$ cat src/quoted_token_scanner_assert.svh
// Assertion macros shared by the token scanner RTL.
// Each macro checks a property on the rising edge of clk, disabled while rst is high.
`ifndef QUOTED_TOKEN_SCANNER_ASSERT_SVH
`define QUOTED_TOKEN_SCANNER_ASSERT_SVH

// A condition that must hold on every clock edge outside reset.
`define QTS_ASSERT_ALWAYS(name, cond) \
  name: assert property (@(posedge clk) disable iff (rst) (cond)) \
    else $error("qts assertion failed: condition");

// A consequent that must hold in the cycle after the antecedent.
`define QTS_ASSERT_NEXT(name, ante, cons) \
  name: assert property (@(posedge clk) disable iff (rst) (ante) |=> (cons)) \
    else $error("qts assertion failed: next-cycle implication");

`endif

$ cat src/qts_pkg.sv
// Shared types, codes and helpers for the quoted token scanner.
// Used by the front, queue, back and top-level modules; depends on nothing.
`default_nettype none

package qts_pkg;

  // Default depth of the queue between front and back.
  localparam int QUEUE_DEPTH = 4;

  // Special characters.
  localparam logic [7:0] CH_QUOTE = 8'h27;
  localparam logic [7:0] CH_OPEN  = 8'h5B;
  localparam logic [7:0] CH_CLOSE = 8'h5D;

  // Register indexes on the configuration port.
  localparam logic [1:0] REG_SPACE_LOW  = 2'd0;
  localparam logic [1:0] REG_SPACE_HIGH = 2'd1;
  localparam logic [1:0] REG_DELIM_LOW  = 2'd2;
  localparam logic [1:0] REG_DELIM_HIGH = 2'd3;

  typedef enum logic [2:0] {
    KIND_WORD_CHAR    = 3'd0,
    KIND_WORD_END     = 3'd1,
    KIND_DELIM        = 3'd2,
    KIND_COMMENT_CHAR = 3'd3,
    KIND_COMMENT_END  = 3'd4,
    KIND_QUOTE_ERR    = 3'd5,
    KIND_COMMENT_ERR  = 3'd6,
    KIND_DONE         = 3'd7
  } kind_t;

  // Character class masks, one bit per 7-bit code.
  typedef struct packed {
    logic [63:0] space_low;
    logic [63:0] space_high;
    logic [63:0] delim_low;
    logic [63:0] delim_high;
  } cfg_t;

  typedef struct packed {
    kind_t      kind;
    logic [7:0] ch;
  } result_t;

  // All results caused by one character, in emission order from slot 0.
  typedef struct packed {
    logic [1:0]        count;
    result_t [2:0]     slot;
  } entry_t;

  // Append one result to an entry.
  function automatic entry_t add_result(entry_t e, kind_t k, logic [7:0] ch);
    entry_t r;
    r = e;
    r.slot[r.count].kind = k;
    r.slot[r.count].ch = ch;
    r.count = r.count + 2'd1;
    return r;
  endfunction

endpackage

`default_nettype wire

$ cat src/quoted_token_scanner.sv
// Quoted token scanner: accepts one character per beat on the slave stream and sends
// word, delimiter and comment tokens on the master stream. The slave side takes a
// character every cycle while the result queue (QueueDepth entries) has room; each
// character yields zero to three result beats, and the back end sends one per cycle
// while m_tready is high, so a run of characters that each cause one result or none
// keeps the full rate, and bursts of several results per character are absorbed by the
// queue. End of text is marked by s_tlast; the result beat that ends a character's
// results carries m_tlast. Whitespace and delimiter classes are set by four 64-bit
// registers at byte addresses 0, 8, 16 and 24, which the user must write only while
// the block is idle (unchecked). Depends on qts_pkg, qts_front, qts_queue and qts_back.
`default_nettype none

module quoted_token_scanner #(
  parameter int QueueDepth = qts_pkg::QUEUE_DEPTH
) (
  input  wire logic        clk,
  input  wire logic        rst,
  // Configuration port
  input  wire logic        psel,
  input  wire logic        penable,
  input  wire logic        pwrite,
  input  wire logic [4:0]  paddr,
  input  wire logic [63:0] pwdata,
  output logic [63:0]      prdata,
  output logic             pready,
  // Character stream in
  input  wire logic        s_tvalid,
  output logic             s_tready,
  input  wire logic [7:0]  s_tdata,   // [7:0] char_code
  input  wire logic        s_tlast,   // end_of_text
  // Token stream out
  output logic             m_tvalid,
  input  wire logic        m_tready,
  output logic [7:0]       m_tdata,   // [7:0] out_char
  output logic [7:0]       m_tuser,   // [2:0] token_kind, [7:3] zero
  output logic             m_tlast    // run_last
);
  import qts_pkg::*;

  cfg_t   cfg;
  entry_t q_wr, q_rd;
  logic   q_push, q_pop, q_full, q_empty;
  logic   cfg_write;

  assign pready    = 1'b1;
  assign cfg_write = psel && penable && pwrite && pready;

  // Class registers.
  always_ff @(posedge clk) begin
    if (rst) begin
      cfg <= '0;
    end else if (cfg_write) begin
      case (paddr[4:3])
        REG_SPACE_LOW:  cfg.space_low  <= pwdata;
        REG_SPACE_HIGH: cfg.space_high <= pwdata;
        REG_DELIM_LOW:  cfg.delim_low  <= pwdata;
        REG_DELIM_HIGH: cfg.delim_high <= pwdata;
        default: ;
      endcase
    end
  end

  // Register read-back.
  always_comb begin
    case (paddr[4:3])
      REG_SPACE_LOW:  prdata = cfg.space_low;
      REG_SPACE_HIGH: prdata = cfg.space_high;
      REG_DELIM_LOW:  prdata = cfg.delim_low;
      REG_DELIM_HIGH: prdata = cfg.delim_high;
      default:        prdata = '0;
    endcase
  end

  qts_front u_front (
    .clk      (clk),
    .rst      (rst),
    .cfg      (cfg),
    .s_tvalid (s_tvalid),
    .s_tready (s_tready),
    .s_tdata  (s_tdata),
    .s_tlast  (s_tlast),
    .q_full   (q_full),
    .q_push   (q_push),
    .q_data   (q_wr)
  );

  qts_queue #(
    .Depth (QueueDepth)
  ) u_queue (
    .clk     (clk),
    .rst     (rst),
    .push    (q_push),
    .wr_data (q_wr),
    .pop     (q_pop),
    .rd_data (q_rd),
    .full    (q_full),
    .empty   (q_empty)
  );

  qts_back u_back (
    .clk        (clk),
    .rst        (rst),
    .head       (q_rd),
    .head_valid (!q_empty),
    .pop        (q_pop),
    .m_tvalid   (m_tvalid),
    .m_tready   (m_tready),
    .m_tdata    (m_tdata),
    .m_tuser    (m_tuser),
    .m_tlast    (m_tlast)
  );

endmodule

`default_nettype wire

$ cat src/qts_front.sv
// Front end: accepts characters, classifies them and tracks word, quote and comment state.
// Produces one queue entry holding every result of a character that has any; uses qts_pkg.
`default_nettype none

module qts_front (
  input  wire logic             clk,
  input  wire logic             rst,
  input  wire qts_pkg::cfg_t    cfg,
  input  wire logic             s_tvalid,
  output logic                  s_tready,
  input  wire logic [7:0]       s_tdata,   // [7:0] char_code
  input  wire logic             s_tlast,   // end_of_text
  input  wire logic             q_full,
  output logic                  q_push,
  output qts_pkg::entry_t       q_data
);
  import qts_pkg::*;

  logic inside_word, inside_quote, inside_comment;
  logic inside_word_next, inside_quote_next, inside_comment_next;
  logic [7:0] c;
  logic [127:0] space_mask, delim_mask;
  logic is_space, is_delim, rescan, accept;
  entry_t ent;

  assign c = s_tdata;
  assign s_tready = !q_full;
  assign accept = s_tvalid && s_tready;

  // Set membership; codes with the top bit set belong to neither set.
  assign space_mask = {cfg.space_high, cfg.space_low};
  assign delim_mask = {cfg.delim_high, cfg.delim_low};
  assign is_space = !c[7] && space_mask[c[6:0]];
  assign is_delim = !c[7] && delim_mask[c[6:0]];

  // Scan one character and collect its results.
  always_comb begin
    inside_word_next    = inside_word;
    inside_quote_next   = inside_quote;
    inside_comment_next = inside_comment;
    rescan = 1'b0;
    ent = '0;

    if (inside_comment) begin
      if (c == CH_CLOSE) begin
        ent = add_result(ent, KIND_COMMENT_END, 8'h00);
        inside_comment_next = 1'b0;
      end else begin
        ent = add_result(ent, KIND_COMMENT_CHAR, c);
      end
    end else if (inside_word) begin
      if (inside_quote) begin
        if (c == CH_QUOTE) begin
          inside_quote_next = 1'b0;
        end else begin
          ent = add_result(ent, KIND_WORD_CHAR, c);
        end
      end else if (c == CH_QUOTE) begin
        inside_quote_next = 1'b1;
      end else if (is_space || is_delim) begin
        ent = add_result(ent, KIND_WORD_END, 8'h00);
        inside_word_next = 1'b0;
        rescan = 1'b1;
      end else if (c == CH_OPEN) begin
        inside_comment_next = 1'b1;
      end else begin
        ent = add_result(ent, KIND_WORD_CHAR, c);
      end
    end else begin
      rescan = 1'b1;
    end

    // Outside a word with no quote or comment open.
    if (rescan) begin
      if (is_space) begin
        // Whitespace is skipped.
      end else if (is_delim) begin
        ent = add_result(ent, KIND_DELIM, c);
      end else if (c == CH_QUOTE) begin
        inside_word_next  = 1'b1;
        inside_quote_next = 1'b1;
      end else if (c == CH_OPEN) begin
        inside_comment_next = 1'b1;
      end else begin
        inside_word_next = 1'b1;
        ent = add_result(ent, KIND_WORD_CHAR, c);
      end
    end

    // End of text closes everything; an open quote or comment is an error.
    if (s_tlast) begin
      if (inside_quote_next) begin
        ent = add_result(ent, KIND_QUOTE_ERR, 8'h00);
      end else if (inside_comment_next) begin
        ent = add_result(ent, KIND_COMMENT_ERR, 8'h00);
      end else begin
        if (inside_word_next) begin
          ent = add_result(ent, KIND_WORD_END, 8'h00);
        end
        ent = add_result(ent, KIND_DONE, 8'h00);
      end
      inside_word_next    = 1'b0;
      inside_quote_next   = 1'b0;
      inside_comment_next = 1'b0;
    end
  end

  // Characters that cause no result leave nothing in the queue.
  assign q_push = accept && (ent.count != 2'd0);
  assign q_data = ent;

  // Scanner state.
  always_ff @(posedge clk) begin
    if (rst) begin
      inside_word    <= 1'b0;
      inside_quote   <= 1'b0;
      inside_comment <= 1'b0;
    end else if (accept) begin
      inside_word    <= inside_word_next;
      inside_quote   <= inside_quote_next;
      inside_comment <= inside_comment_next;
    end
  end

endmodule

`default_nettype wire

$ cat src/qts_queue.sv
// Short queue of result entries between the front and back of the scanner.
// Register-based storage with a single read port at the head; uses qts_pkg.
`default_nettype none

module qts_queue #(
  parameter int Depth = qts_pkg::QUEUE_DEPTH
) (
  input  wire logic            clk,
  input  wire logic            rst,
  input  wire logic            push,
  input  wire qts_pkg::entry_t wr_data,
  input  wire logic            pop,
  output qts_pkg::entry_t      rd_data,
  output logic                 full,
  output logic                 empty
);
  import qts_pkg::*;

  localparam int PtrW = (Depth > 1) ? $clog2(Depth) : 1;
  localparam int CntW = $clog2(Depth + 1);

  entry_t mem [Depth];
  logic [PtrW-1:0] wr_ptr, rd_ptr;
  logic [CntW-1:0] count;

  assign full    = (count == CntW'(Depth));
  assign empty   = (count == '0);
  assign rd_data = mem[rd_ptr];

  // Storage is written without reset.
  always_ff @(posedge clk) begin
    if (push) begin
      mem[wr_ptr] <= wr_data;
    end
  end

  // Pointers and fill count.
  always_ff @(posedge clk) begin
    if (rst) begin
      wr_ptr <= '0;
      rd_ptr <= '0;
      count  <= '0;
    end else begin
      if (push) begin
        wr_ptr <= (wr_ptr == PtrW'(Depth - 1)) ? '0 : wr_ptr + 1'b1;
      end
      if (pop) begin
        rd_ptr <= (rd_ptr == PtrW'(Depth - 1)) ? '0 : rd_ptr + 1'b1;
      end
      if (push && !pop) begin
        count <= count + 1'b1;
      end else if (pop && !push) begin
        count <= count - 1'b1;
      end
    end
  end

endmodule

`default_nettype wire

$ cat src/qts_back.sv
// Back end: takes queue entries apart and sends their results one beat at a time.
// Owns the output register; uses qts_pkg and the assertion macros.
`default_nettype none

`include "quoted_token_scanner_assert.svh"

module qts_back (
  input  wire logic            clk,
  input  wire logic            rst,
  input  wire qts_pkg::entry_t head,
  input  wire logic            head_valid,
  output logic                 pop,
  output logic                 m_tvalid,
  input  wire logic            m_tready,
  output logic [7:0]           m_tdata,   // [7:0] out_char
  output logic [7:0]           m_tuser,   // [2:0] token_kind, [7:3] zero
  output logic                 m_tlast    // run_last
);
  import qts_pkg::*;

  logic [1:0] sel;
  logic       load, last_slot;
  result_t    cur;
  kind_t      kind_reg;
  logic [7:0] char_reg;

  assign cur       = head.slot[sel];
  assign last_slot = (sel == head.count - 2'd1);
  assign load      = head_valid && (!m_tvalid || m_tready);
  assign pop       = load && last_slot;

  // Output register; refills in the same cycle a beat is taken.
  always_ff @(posedge clk) begin
    if (rst) begin
      m_tvalid <= 1'b0;
      sel      <= 2'd0;
    end else if (load) begin
      m_tvalid <= 1'b1;
      sel      <= last_slot ? 2'd0 : sel + 2'd1;
    end else if (m_tready) begin
      m_tvalid <= 1'b0;
    end
  end

  always_ff @(posedge clk) begin
    if (load) begin
      kind_reg <= cur.kind;
      char_reg <= cur.ch;
      m_tlast  <= last_slot;
    end
  end

  assign m_tdata = char_reg;
  assign m_tuser = {5'b00000, kind_reg};

  // The slot index stays within the head entry, and entries are never empty.
  `QTS_ASSERT_ALWAYS(a_sel_in_range, !head_valid || (sel < head.count))
  `QTS_ASSERT_ALWAYS(a_entry_not_empty, !head_valid || (head.count != 2'd0))
  // An entry only partly sent is still at the head next cycle.
  `QTS_ASSERT_NEXT(a_partial_entry_held, load && !last_slot, head_valid && (sel != 2'd0))

endmodule

`default_nettype wire
$ cat config.mk
export PLATFORM = sky130hd
export DESIGN_NAME = quoted_token_scanner
export DESIGN_NICKNAME = d
export VERILOG_FILES = /design/src/qts_pkg.sv /design/src/quoted_token_scanner.sv /design/src/qts_front.sv /design/src/qts_queue.sv /design/src/qts_back.sv
export VERILOG_INCLUDE_DIRS = /design/src /design/src/src
export SDC_FILE = /design/constraint.sdc
export NUM_CORES = 1
export LEC_CHECK = 0
export BUFFER_PORTS_ARGS = -buffer_cell sky130_fd_sc_hd__buf_2
export CORE_MARGIN = 5
export CORE_UTILIZATION = 50
export DETAILED_ROUTE_END_ITERATION = 16
export PLACE_DENSITY = 0.67
export SLEW_MARGIN = 5
export SYNTH_ARGS = -nofsm -noshare
export SYNTH_HDL_FRONTEND = slang
export SYNTH_SLANG_ARGS = --single-unit
$ cat constraint.sdc
create_clock -name clk -period 7.7 [get_ports clk]
set_input_delay 0.77 -clock clk [delete_from_list [all_inputs] [get_ports clk]]
set_output_delay 0.77 -clock clk [all_outputs]
set_load 0.05 [all_outputs]
* Word-level counts from Yosys, hierarchy flattened
Memories as Yosys holds them, arrays and structs flattened. A register that Yosys moved wholly into a read port is not among the register bits.
Index checks and enable logic that the tools add are counted.
** Operators by class
- Add/subtract/negate cells :: 9
- $lt $le $gt $ge :: 8
- Eq/ne operators :: 10
- Multiplexer cells :: 101
- Reductions and logical operators :: 30
** Operators by type and width (number)
- 2-to-1 mux 35 bit :: 17
- bitwise mux 33 bit :: 12
- one-hot mux 64 bit (4 select lines) :: 1
- demux 11 bit (select 2 bit) :: 6
- 2-to-1 mux 34 bit :: 2
- 2-to-1 mux 11 bit :: 5
- 2-to-1 mux 1 bit :: 45
- 2-to-1 mux 8 bit :: 3
- binary-select mux 11 bit (select 2 bit) :: 1
- equality test 8 x 7 -> 1 bit, second input constant :: 2
- binary-select mux 1 bit (select 7 bit) :: 2
- logical AND 1 bit :: 13
- adder 2 x 1 -> 2 bit, second input constant :: 6
- < comparator 2 x 3 -> 1 bit, second input constant :: 4
- 2-to-1 mux 2 bit :: 5
- equality test 2 bit, second input constant :: 4
- equality test 8 x 6 -> 1 bit, second input constant :: 1
- < comparator 7 x 8 -> 1 bit, second input constant :: 1
- AND reduction 2 bit :: 4
- >= comparator 2 x 1 -> 1 bit, second input constant :: 3
- zero test 1 bit :: 6
- 2-to-1 mux 3 bit :: 2
- nonzero test 2 bit :: 3
- adder 3 x 1 -> 3 bit, second input constant :: 1
- 8 further kinds :: 9
** Storage, ports and cells
- Flip-flop bits (word level) :: 281
- Bits in writable memories :: 140
- Word-level logic and storage cells :: 174
- Memories :: 1
** Memories
- u_queue.mem :: words 4, width 35, rd ports 1, clocked after Yosys merged registers in 1, write ports 1, line qts_queue.sv:22 : entry_t mem [Depth];

* Logic depth before layout (Yosys ltp)
Gate-level depths: netlist of the first run.
- Depth after elaboration :: 45
- Gate-level depth with buffers :: 30

* Modules after synthesis
From an unflattened synthesis of the first run, not the netlist that was laid out.
** Second synthesis, totals
- Cells, all modules :: 1687
- Area, all modules :: 21738.3 µm²
** By module, submodules not included
- quoted_token_scanner :: instances 1, cells each 987, area each 11686.2 µm², seq. area each 5124.9 µm²
- qts_queue :: instances 1, cells each 227, area each 5542.8 µm², seq. area each 4384.2 µm²
- qts_front :: instances 1, cells each 393, area each 3669.8 µm², seq. area each 60.1 µm²
- qts_back :: instances 1, cells each 80, area each 839.6 µm², seq. area each 420.4 µm²

* Worst setup path before layout of the first run
OpenSTA, ideal clock, no wires.
- Path type :: input to register
- Start point :: input port s_tdata[0]
- End point :: register u_queue.count[2]
- Arrival :: 6.406 ns
- Required time :: 7.630 ns
- Slack :: 1.224 ns
- Stages on the path :: 27
- Path buffers :: 1
- Path through :: buf_6 mux4_4 mux4_2 o22ai_1 nor2_1 o32ai_2 o21bai_1 nor4b_1 nor2_1 ha_1 nor2_1 nor2_1 o31a_2 inv_1 ha_1 nand2_1 o21ai_0 ha_1 or3_2 o221ai_4 o311a_4 ha_1 inv_1 fa_1 xor2_1 or3_1 a21oi_1
** RTL lines
- start: declaration :: line quoted_token_scanner.sv:29 : input wire logic [7:0] s_tdata,
- end signal: assignment :: line qts_queue.sv:51 : count <= count + 1'b1;
- end signal: assignment :: line qts_queue.sv:53 : count <= count - 1'b1;
- end: declaration :: line qts_queue.sv:24 : logic [CntW-1:0] count;

==> qor.csv, run 1 <==
stage;metric;value;unit
run_status;status;finished clean;
critical_path;start_kind;input pin;
finish;drive_gt1_share;21.3;%
logic_synthesis;netlist_instances;1837;
clock_tree;clockRootBuffer;clkbuf_16;
clock_tree;cts-resized-gates;0;
sta;worst_slew_pin_slew;1.09;ns
drt;viasPerCell;6.06;
drt;drcViolationCount;0;
critical_path;r2r-start;cfg[216];
critical_path;endpoint;u_queue.count[2];
floorplan;die_y;204;µm
critical_path;max_stage_delay;0.65;ns
sta;rsz0062_at_grt;false;
clock_tree;insertion_delay;0.54;ns
clock_tree;cts_tree;yes;
logic_synthesis;async_flop_share;0;%
clock_tree;htreeDepth;2;
min_path;worstHoldStart;cfg[76];
sta;drv_slew;0;
logic_synthesis;ys_seq_area_share;48.1;%
logic_synthesis;synth_ff_type;dfxtp_1;
logic_synthesis;syn-mean-instance-area;10.2;µm²
sta;setup_viol;0;
placement;hpwlAfterDp;34900;µm
logic_synthesis;yosysWarnings;0;
drt;ant_nets;0;
floorplan;fp.dieW;204;µm
sta;fin_crit;6.94;ns
logic_synthesis;ys_types;81;
critical_path;cp-end-kind;flop;
drt;dr.pass1.iters;5;
sta;period_share;90.1;%
sta;max_slew_margin;27.3;%
job;maxCapViolCount;0;
critical_path;critPathMaxFanout;20;
floorplan;dieArea;41500;µm²
global_route;grt_pass1_vias;14610;
clock_tree;cts_buffers;42;
power_and_ir_drop;vdd_drop_max;0.150;mV
logic_synthesis;netlist_area;18800;µm²
global_route;grt_overflow;0;
critical_path;path_class;input pin to flop;
clock_tree;clk_pin_slew;0.06;ns
critical_path;worst_r2r_endpoint;u_queue.count[2];
finish;synthToLayoutAreaGrowth;12.6;%
clock_tree;hold_buffers;0;
sta;fin_setup_tns;0;ns
critical_path;critPathSlowestCell;mux4_1;
floorplan;rows;71;
drt;num_vias;14747;
min_path;hold_class;flop to flop;
power_and_ir_drop;p_per_area;257;nW/µm²
sta;timing.final.hold_violations;0;
critical_path;r2r_cells;26;
drt;drt_first_iter_violations;1484;
finish;post-route-util;56.6;%
global_route;grt_max_degree;103;
placement;placed_area;19700;µm²
sta;fmax;144;MHz
placement;port_buffers;159;
global_route;antenna_found_initial;7;
placement;globalplace.congestion;0.875;
finish;postLayoutCellArea;21100;µm²
clock_tree;clockBufferDepth;3;
drt;drt-total-wl;53400;µm
finish;largest_register_ffs;256;
logic_synthesis;synth-edff-count;120;
global_route;grt_pass1_wl;83300;µm
floorplan;ios;169;
critical_path;crit_path_frequent_cell;ha_1;
floorplan;initial_utilization;50.3;%
global_route;grt_usage;25.1;%
finish;regMostFlops;cfg;
finish;fin_nets;2025;
drt;routedWlPerCell;21.9;µm
finish;fill_cells;3193;
clock_tree;clkSinkCount;391;
floorplan;fp.coreArea;37300;µm²
min_path;hold_depth;2;
sta;clock_skew;0.0181;ns
clock_tree;post_cts_buffers;0;
logic_synthesis;ys_seq_elements;391;
critical_path;r2r_setup_slack;1.29;ns
critical_path;critPathRequiredTime;8.15;ns
critical_path;cp-startpoint;s_tdata[0];
power_and_ir_drop;p_leak;7.47;nW
critical_path;cp.arrival;7.38;ns
==> synth_stat cells (12+ instances only) <==
cell type / n / area, µm²
buf_1: 13 / 48.8
inv_1: 18 / 67.6
mux4_2: 129 / 2910
clkbuf_1: 102 / 383
edfxtp_1: 120 / 3600
and2_1: 12 / 75.1
o21ai_0: 20 / 100
nor3_1: 12 / 60.1
a21oi_1: 278 / 1390
o22ai_1: 21 / 131
nand2b_1: 12 / 75.1
nor2_1: 57 / 214
ha_1: 13 / 163
mux2i_1: 60 / 601
dfxtp_1: 271 / 5430
nand2_1: 540 / 2030
==> layout by cell type (no fill, tap or decap), drive strengths merged, types with 5 or more instances in the layout <==
master / instances
mux2i: 60
edfxtp: 120
inv: 20
a22oi: 6
o22ai: 22
ha: 13
nand3: 5
nand2b: 12
and3: 7
a21oi: 278
clkinv: 9
nand2: 540
dfxtp: 271
nor2: 57
clkinvlp: 5
conb: 10
mux4: 136
nor3: 13
and2: 13
o21ai: 24
nor2b: 5
clkbuf: 56
or3: 7
xor2: 5
mux2: 8
buf: 182
diode: 6
==> power breakdown <==
| group | internal [W] | switching, W |
|---|---|---|
| combinational | 0.000361 | 0.000601 |
| sequential | 0.00235 | 0.000103 |
| clock | 0.00120 | 0.000807 |
| total | 0.00391 | 0.00151 |
==> how the worst min path moves through the flow <==
stage                     to  slack [ns]
floorplan           cfg[153]        0.44
global placement     cfg[40]        0.45
detailed placement   cfg[86]        0.46
CTS                 cfg[138]        0.47
global route        cfg[109]        0.49
finish               cfg[76]        0.47
==> metal layers <==
metal  GRT usage (%)  routed length [µm]  share of wire (%)
met1            33.7               21300                 40
met2            41.6               26000                 49
met3            4.23                4250                8.0
met4            8.65                1800                3.4
met5               0                  43              0.081
==> kinds of logic after synthesis <==
group / after synthesis / share of synthesized area, %
fa+ha+maj: 14 / 0.974
flops: 391 / 48.1
xor+xnor: 6 / 0.280
other cells: 2 / 0.0400
buf+inv: 166 / 4.19
compound gates: 374 / 11.5
mux: 204 / 20.1
simple gates: 680 / 14.8
==> worst max-delay path, delay by kind of cell <==
kind | cells | cell delay [ns]
AO/OA/AOI/OAI | 10 | 1.99
adder cells (fa/ha/maj) | 5 | 1.46
AND/OR/NAND/NOR | 7 | 1.40
buffers and inverters | 4 | 0.90
multiplexers | 1 | 0.65
XOR/XNOR | 1 | 0.18
==> through the flow <==
step           hold WS (ns)  instances  total power, W  worst slack, ns
2_1_floorplan         0.442       1845         0.00320             1.22
3_5_place_dp          0.460       2356         0.00346            0.330
4_1_cts               0.468       2429         0.00546            0.842
6_report              0.467       2435         0.00542            0.765
3_3_place_gp          0.452       2356         0.00343            0.479
5_1_grt               0.488       2433         0.00564            0.523
==> area by class of cell <==
class                           count  area (µm²)  area share, %
Antenna cell                        6        15.0         0.0711
Clock buffer                       55        1170           5.54
Clock inverter                     18         198          0.936
Inverter                           20        75.1          0.355
Multi-Input combinational cell   1288        9010           42.7
Sequential cell                   391        9030           42.7
Tap cell                          474         593           2.81
Timing Repair Buffer              183        1030           4.86
(Power assumes the default switching activity.)
==> inputs of run 2 (changes only) <==
- CORE_UTILIZATION: 50 -> 23
- PLACE_DENSITY: 0.67 -> not set
==> run 2 against run 1 <==
Effect of this change:
- sequential share of layout area down 1.8 points
- sequential cell count unchanged
- routed wire length up 15%
- global-route usage down 11 points
- non-clock buffer count up 9
- register-to-register slack better by 0.13 ns
- first-iteration DRC count down 1.5%
- sequential power about the same
- via count down 1.9%
- clock skew about the same
- utilization down 29 points
- combinational power up 0.7%
- critical path type unchanged
- largest power group unchanged
==> qor.csv, run 2 (synthesis gave the netlist of run 1 again) <==
stage;metric;value;unit;change
global_route;grt_overflow;0;;unchanged
finish;synthToLayoutAreaGrowth;17.5;%;was 12.6%
finish;final_common_cell;nand2_1;;unchanged
floorplan;initial_utilization;23.3;%;was 50.3%
clock_tree;clockBufferDepth;3;;unchanged
clock_tree;clkSinkCount;391;;unchanged
clock_tree;hold_buffers;0;;unchanged
placement;placed_area;20500;µm²;was 19700 µm²
clock_tree;cts_buffers;44;;was 42
floorplan;fp.coreArea;80700;µm²;was 37300 µm²
critical_path;start_kind;input pin;;unchanged
sta;period_share;86.4;%;was 90.1%
critical_path;r2r_cells;26;;unchanged
global_route;grt_pass1_vias;13700;;was 14610
sta;max_slew_margin;31.2;%;was 27.3%
clock_tree;htreeDepth;2;;unchanged
placement;port_buffers;159;;unchanged
critical_path;max_stage_delay;0.64;ns;was 0.65 ns
clock_tree;post_cts_buffers;0;;unchanged
sta;fmax;150;MHz;was 144 MHz
sta;rsz0062_at_grt;false;;unchanged
run_status;status;finished clean;;unchanged
power_and_ir_drop;vdd_drop_max;0.139;mV;was 0.150 mV
finish;fill_cells;8474;;was 3193
critical_path;crit_buf_inv;4;;unchanged
finish;largest_register_ffs;256;;unchanged
critical_path;worst-path-stages;28;;unchanged
min_path;hold_depth;3;;was 2
finish;post-route-util;27.3;%;was 56.6%
clock_tree;insertion_delay;0.58;ns;was 0.54 ns
global_route;grt_pass1_wl;91000;µm;was 83300 µm
min_path;hold_class;input pin to flop;;was flop to flop
floorplan;ios;169;;unchanged
finish;mostFrequentLayoutCells;nand2_1, a21oi_1, dfxtp_1;;unchanged
drt;drt-total-wl;61600;µm;was 53400 µm
floorplan;rows;104;;was 71
critical_path;cp.arrival;7.15;ns;was 7.38 ns
power_and_ir_drop;p_per_area;254;nW/µm²;was 257 nW/µm²
job;maxCapViolCount;0;;unchanged
floorplan;dieArea;87400;µm²;was 41500 µm²
critical_path;path_class;input pin to flop;;unchanged
clock_tree;cts-resized-gates;0;;unchanged
min_path;worstHoldStart;pwdata[28];;was cfg[76]
critical_path;critPathRequiredTime;8.20;ns;was 8.15 ns
global_route;antenna_found_initial;27;;was 7
sta;timing.final.hold_violations;0;;unchanged
sta;fin_setup_tns;0;ns;unchanged
global_route;grt_max_degree;113;;was 103
power_and_ir_drop;p_leak;7.56;nW;was 7.47 nW
critical_path;cp_top_family;compound AO/OA/AOI/OAI gates;;unchanged
sta;worst_slew_pin_slew;1.03;ns;was 1.09 ns
drt;ant_nets;0;;unchanged
critical_path;critPathSlowestCell;mux4_1;;unchanged
sta;setup_viol;0;;unchanged
drt;viasPerCell;4.75;;was 6.06
critical_path;critPathMaxFanout;20;;unchanged
drt;num_vias;14471;;was 14747
drt;routedWlPerCell;20.2;µm;was 21.9 µm
floorplan;fp.dieW;296;µm;was 204 µm
clock_tree;cts_tree;yes;;unchanged
placement;hpwlAfterDp;41400;µm;was 34900 µm
drt;drt_first_iter_violations;1462;;was 1484
critical_path;cp-end-kind;flop;;unchanged
sta;fin_crit;6.65;ns;was 6.94 ns
critical_path;cp-startpoint;s_tdata[0];;unchanged
finish;drive_gt1_share;21.7;%;was 21.3%
placement;globalplace.congestion;0.813;;was 0.875
drt;drcViolationCount;0;;unchanged
critical_path;r2r-start;cfg[216];;unchanged
global_route;grt_usage;13.6;%;was 25.1%
finish;fin_nets;2036;;was 2025
critical_path;crit_path_frequent_cell;ha_1;;unchanged
drt;dr.pass1.iters;7;;was 5
clock_tree;clockRootBuffer;clkbuf_16;;unchanged
sta;clock_skew;0.0183;ns;was 0.0181 ns
clock_tree;clk_pin_slew;0.07;ns;was 0.06 ns
floorplan;die_y;296;µm;was 204 µm
sta;drv_slew;0;;unchanged
finish;postLayoutCellArea;22000;µm²;was 21100 µm²
finish;regMostFlops;cfg;;unchanged
-- run 2: routing by layer --
layer | routed length, µm | vias up | part of all wire (%) | global-route usage, %
li1 | - | 6761 | - | -
met3 | 5490 | 102 | 8.9 | 3.37
met1 | 25400 | 7050 | 41 | 18.2
met4 | 1470 | 12 | 2.4 | 3.21
met5 | 69 | - | 0.11 | 0
met2 | 29200 | 546 | 47 | 22.5
-- run 2: layout make-up --
type                       count  area, µm²  area share [%]
timing repair buffer         192       1100            4.98
clock inverter                16        193           0.874
inverter                      20       75.1           0.341
antenna                       16       40.0           0.182
clock buffer                  64       1280            5.82
tap                         1060       1330            6.02
multi-input combinational   1288       9000            40.8
sequential                   391       9030            41.0
-- run 2: final timing paths --
check                      to  slack (ns)
max          u_queue.count[2]        1.05
min                  cfg[156]        0.45
max reg2reg  u_queue.count[2]        1.42
min reg2reg          cfg[220]        0.47
-- run 2: tightest hold or removal path, stage by stage --
cell     delay, ns
buf_2         0.12
nand2_1       0.05
a21oi_1       0.05
-- run 2: stage by stage --
| stage | power [W] | hold slack (ns) | worst slack (ns) | cells |
|---|---|---|---|---|
| after floorplan | 0.00320 | 0.442 | 1.22 | 1845 |
| after global placement | 0.00346 | 0.455 | 0.415 | 2951 |
| after detailed placement | 0.00348 | 0.459 | 0.453 | 2951 |
| after CTS | 0.00565 | 0.428 | 1.07 | 3031 |
| after global routing | 0.00582 | 0.450 | 0.631 | 3032 |
| final | 0.00559 | 0.451 | 1.05 | 3047 |
-- run 2: report_power, final --
part / switching [W] / total [W] / internal (W)
Combinational: 0.000607 / 0.000969 / 0.000362
Sequential: 0.000104 / 0.00245 / 0.00235
Clock: 0.000879 / 0.00217 / 0.00129
==> inputs of run 3 (changes only) <==
- PLACE_DENSITY: not set -> 0.4
==> run 3 against run 2 <==
Effect of this change:
- global-route usage up 1.2 points
- count of clock-buffer cells in the layout down 5
- register-to-register slack worse by 0.08 ns
- total power up 1.8%
- critical path depth unchanged
- die area unchanged
- final cell count down 0.13%
- non-clock buffer count up 1
- utilization about the same
- clock skew up 0.013 ns
- first-iteration DRC count down 20%
- critical endpoint unchanged
- largest cell class unchanged
- highest routed layer unchanged
==> qor.csv, run 3 (synthesis gave the netlist of run 1 again) <==
stage;metric;value;unit;change
power_and_ir_drop;p_per_area;258;nW/µm²;was 254 nW/µm²
critical_path;path_class;input pin to flop;;unchanged
sta;max_slew_margin;33.3;%;was 31.2%
finish;mostFrequentLayoutCells;nand2_1, a21oi_1, dfxtp_1;;unchanged
clock_tree;insertion_delay;0.59;ns;was 0.58 ns
power_and_ir_drop;vdd_drop_max;0.125;mV;was 0.139 mV
clock_tree;cts-resized-gates;0;;unchanged
min_path;hold_class;input pin to flop;;unchanged
global_route;antenna_found_initial;14;;was 27
clock_tree;cts_tree;yes;;unchanged
critical_path;crit_buf_inv;4;;unchanged
sta;worst_slew_pin_slew;1.00;ns;was 1.03 ns
finish;final_common_cell;nand2_1;;unchanged
placement;globalplace.congestion;0.797;;was 0.813
global_route;use_met2;24.8;%;was 22.5%
power_and_ir_drop;intPower;0.00402;W;was 0.00400 W
global_route;use_met1;20.3;%;was 18.2%
run_status;status;finished clean;;unchanged
sta;setup_viol;0;;unchanged
floorplan;ios;169;;unchanged
sta;period_share;88.6;%;was 86.4%
placement;placed_area;20500;µm²;about the same
global_route;grt_max_degree;122;;was 113
sta;setup_slack;0.877;ns;was 1.05 ns
placement;pre_cts_slack;0.315;ns;was 0.453 ns
drt;ant_nets;0;;unchanged
global_route;grt.busiest_layer;met2;;unchanged
floorplan;dieArea;87400;µm²;unchanged
floorplan;fp.dieW;296;µm;unchanged
critical_path;start_kind;input pin;;unchanged
sta;fin_setup_tns;0;ns;unchanged
power_and_ir_drop;p_sw_share;29.3;%;was 28.4%
clock_tree;post_cts_buffers;0;;unchanged
clock_tree;clk_pin_slew;0.06;ns;was 0.07 ns
sta;whs;0.448;ns;was 0.451 ns
critical_path;critPathMaxFanout;20;;unchanged
placement;hpwlAfterDp;44600;µm;was 41400 µm
global_route;grt_pass1_vias;14553;;was 13700
clock_tree;hold_buffers;0;;unchanged
power_and_ir_drop;power_frac_clock;39.4;%;was 38.8%
power_and_ir_drop;power_frac_comb;18.1;%;was 17.3%
sta;clock_skew;0.0310;ns;was 0.0183 ns
drt;drt_first_iter_violations;1167;;was 1462
power_and_ir_drop;p_leak;7.59;nW;was 7.56 nW
sta;drv_slew;0;;unchanged
critical_path;critPathSlowestCell;buf_2;;was mux4_1
drt;drt-total-wl;66400;µm;was 61600 µm
drt;drcViolationCount;0;;unchanged
drt;num_vias;14500;;was 14471
global_route;use_met3;2.58;%;was 3.37%
floorplan;fp.coreArea;80700;µm²;unchanged
finish;largest_register_ffs;256;;unchanged
sta;rsz0062_at_grt;false;;unchanged
sta;timing.final.hold_violations;0;;unchanged
power_and_ir_drop;seqPwrFrac;42.5;%;was 43.8%
clock_tree;clockBufferDepth;3;;unchanged
floorplan;initial_utilization;23.3;%;unchanged
finish;drive_gt1_share;22.2;%;was 21.7%
critical_path;max_stage_delay;0.49;ns;was 0.64 ns
placement;port_buffers;159;;unchanged
finish;post-route-util;27.4;%;was 27.3%
clock_tree;cts_buffers;48;;was 44
power_and_ir_drop;power_switching;0.00167;W;was 0.00159 W
critical_path;cp_top_family;compound AO/OA/AOI/OAI gates;;unchanged
clock_tree;htreeDepth;2;;unchanged
job;maxCapViolCount;0;;unchanged
drt;routedWlPerCell;21.8;µm;was 20.2 µm
critical_path;cp-end-kind;flop;;unchanged
floorplan;rows;104;;unchanged
clock_tree;clockRootBuffer;clkbuf_16;;unchanged
critical_path;critPathRequiredTime;8.21;ns;was 8.20 ns
critical_path;crit_path_frequent_cell;ha_1;;unchanged
sta;fin_crit;6.82;ns;was 6.65 ns
sta;fmax;147;MHz;was 150 MHz
finish;postLayoutCellArea;22100;µm²;was 22000 µm²
global_route;grt_pass1_wl;98600;µm;was 91000 µm
finish;synthToLayoutAreaGrowth;17.7;%;was 17.5%
global_route;grt_usage;14.8;%;was 13.6%
clock_tree;clkSinkCount;391;;unchanged
global_route;grt_overflow;0;;unchanged
finish;fin_nets;2041;;was 2036
critical_path;cp.arrival;7.33;ns;was 7.15 ns
floorplan;die_y;296;µm;unchanged
drt;dr.pass1.iters;5;;was 7
drt;viasPerCell;4.77;;was 4.75
finish;regMostFlops;cfg;;unchanged
## run 3: tightest hold or removal path, stage by stage
cell     delay [ns]
buf_2          0.07
inv_1          0.04
nand2_1        0.05
a21oi_1        0.05
## run 3: power groups by stage
| stage | logic (W) | registers [W] | clock network, W |
|---|---|---|---|
| 6_report | 0.00103 | 0.00242 | 0.00224 |
| 5_1_grt | 0.00113 | 0.00244 | 0.00240 |
| 4_1_cts | 0.00105 | 0.00243 | 0.00231 |
| 3_5_place_dp | 0.00105 | 0.00247 | 0 |
| 3_3_place_gp | 0.00104 | 0.00246 | 0 |
| 2_1_floorplan | 0.000638 | 0.00256 | 0 |
## run 3: per-stage QoR
step	power, W	instances
after global placement	0.00350	2952
after detailed placement	0.00352	2952
after CTS	0.00579	3039
final	0.00569	3043
after floorplan	0.00320	1845
after global routing	0.00597	3039
## run 3: area by class of cell
type / instances / area [µm²]
fillers: 8534 / 58600
well taps: 1060 / 1330
multi-input cells: 1288 / 9000
repair buffers: 193 / 1080
flip-flops and latches: 391 / 9030
diodes: 4 / 10.0
clock buffers: 59 / 1310
inverters: 20 / 75.1
clock inverters: 28 / 241
## run 3: path summary, 6_finish.rpt
path / start / to / slack (ns) / depth (start not counted)
setup / recovery: s_tdata[2] / u_queue.count[2] / 0.88 / 28
hold / removal: m_tready / u_back.m_tvalid / 0.45 / 4
setup reg to reg: cfg[220] / u_queue.count[2] / 1.34 / 26
hold reg to reg: u_back.m_tvalid / u_back.m_tvalid / 0.47 / 2
## run 3: per-layer routing
metal	share of wire, %	wire length, µm
met1	44	29300
met2	48	32100
met3	5.5	3630
met4	2.0	1320
met5	0.039	26
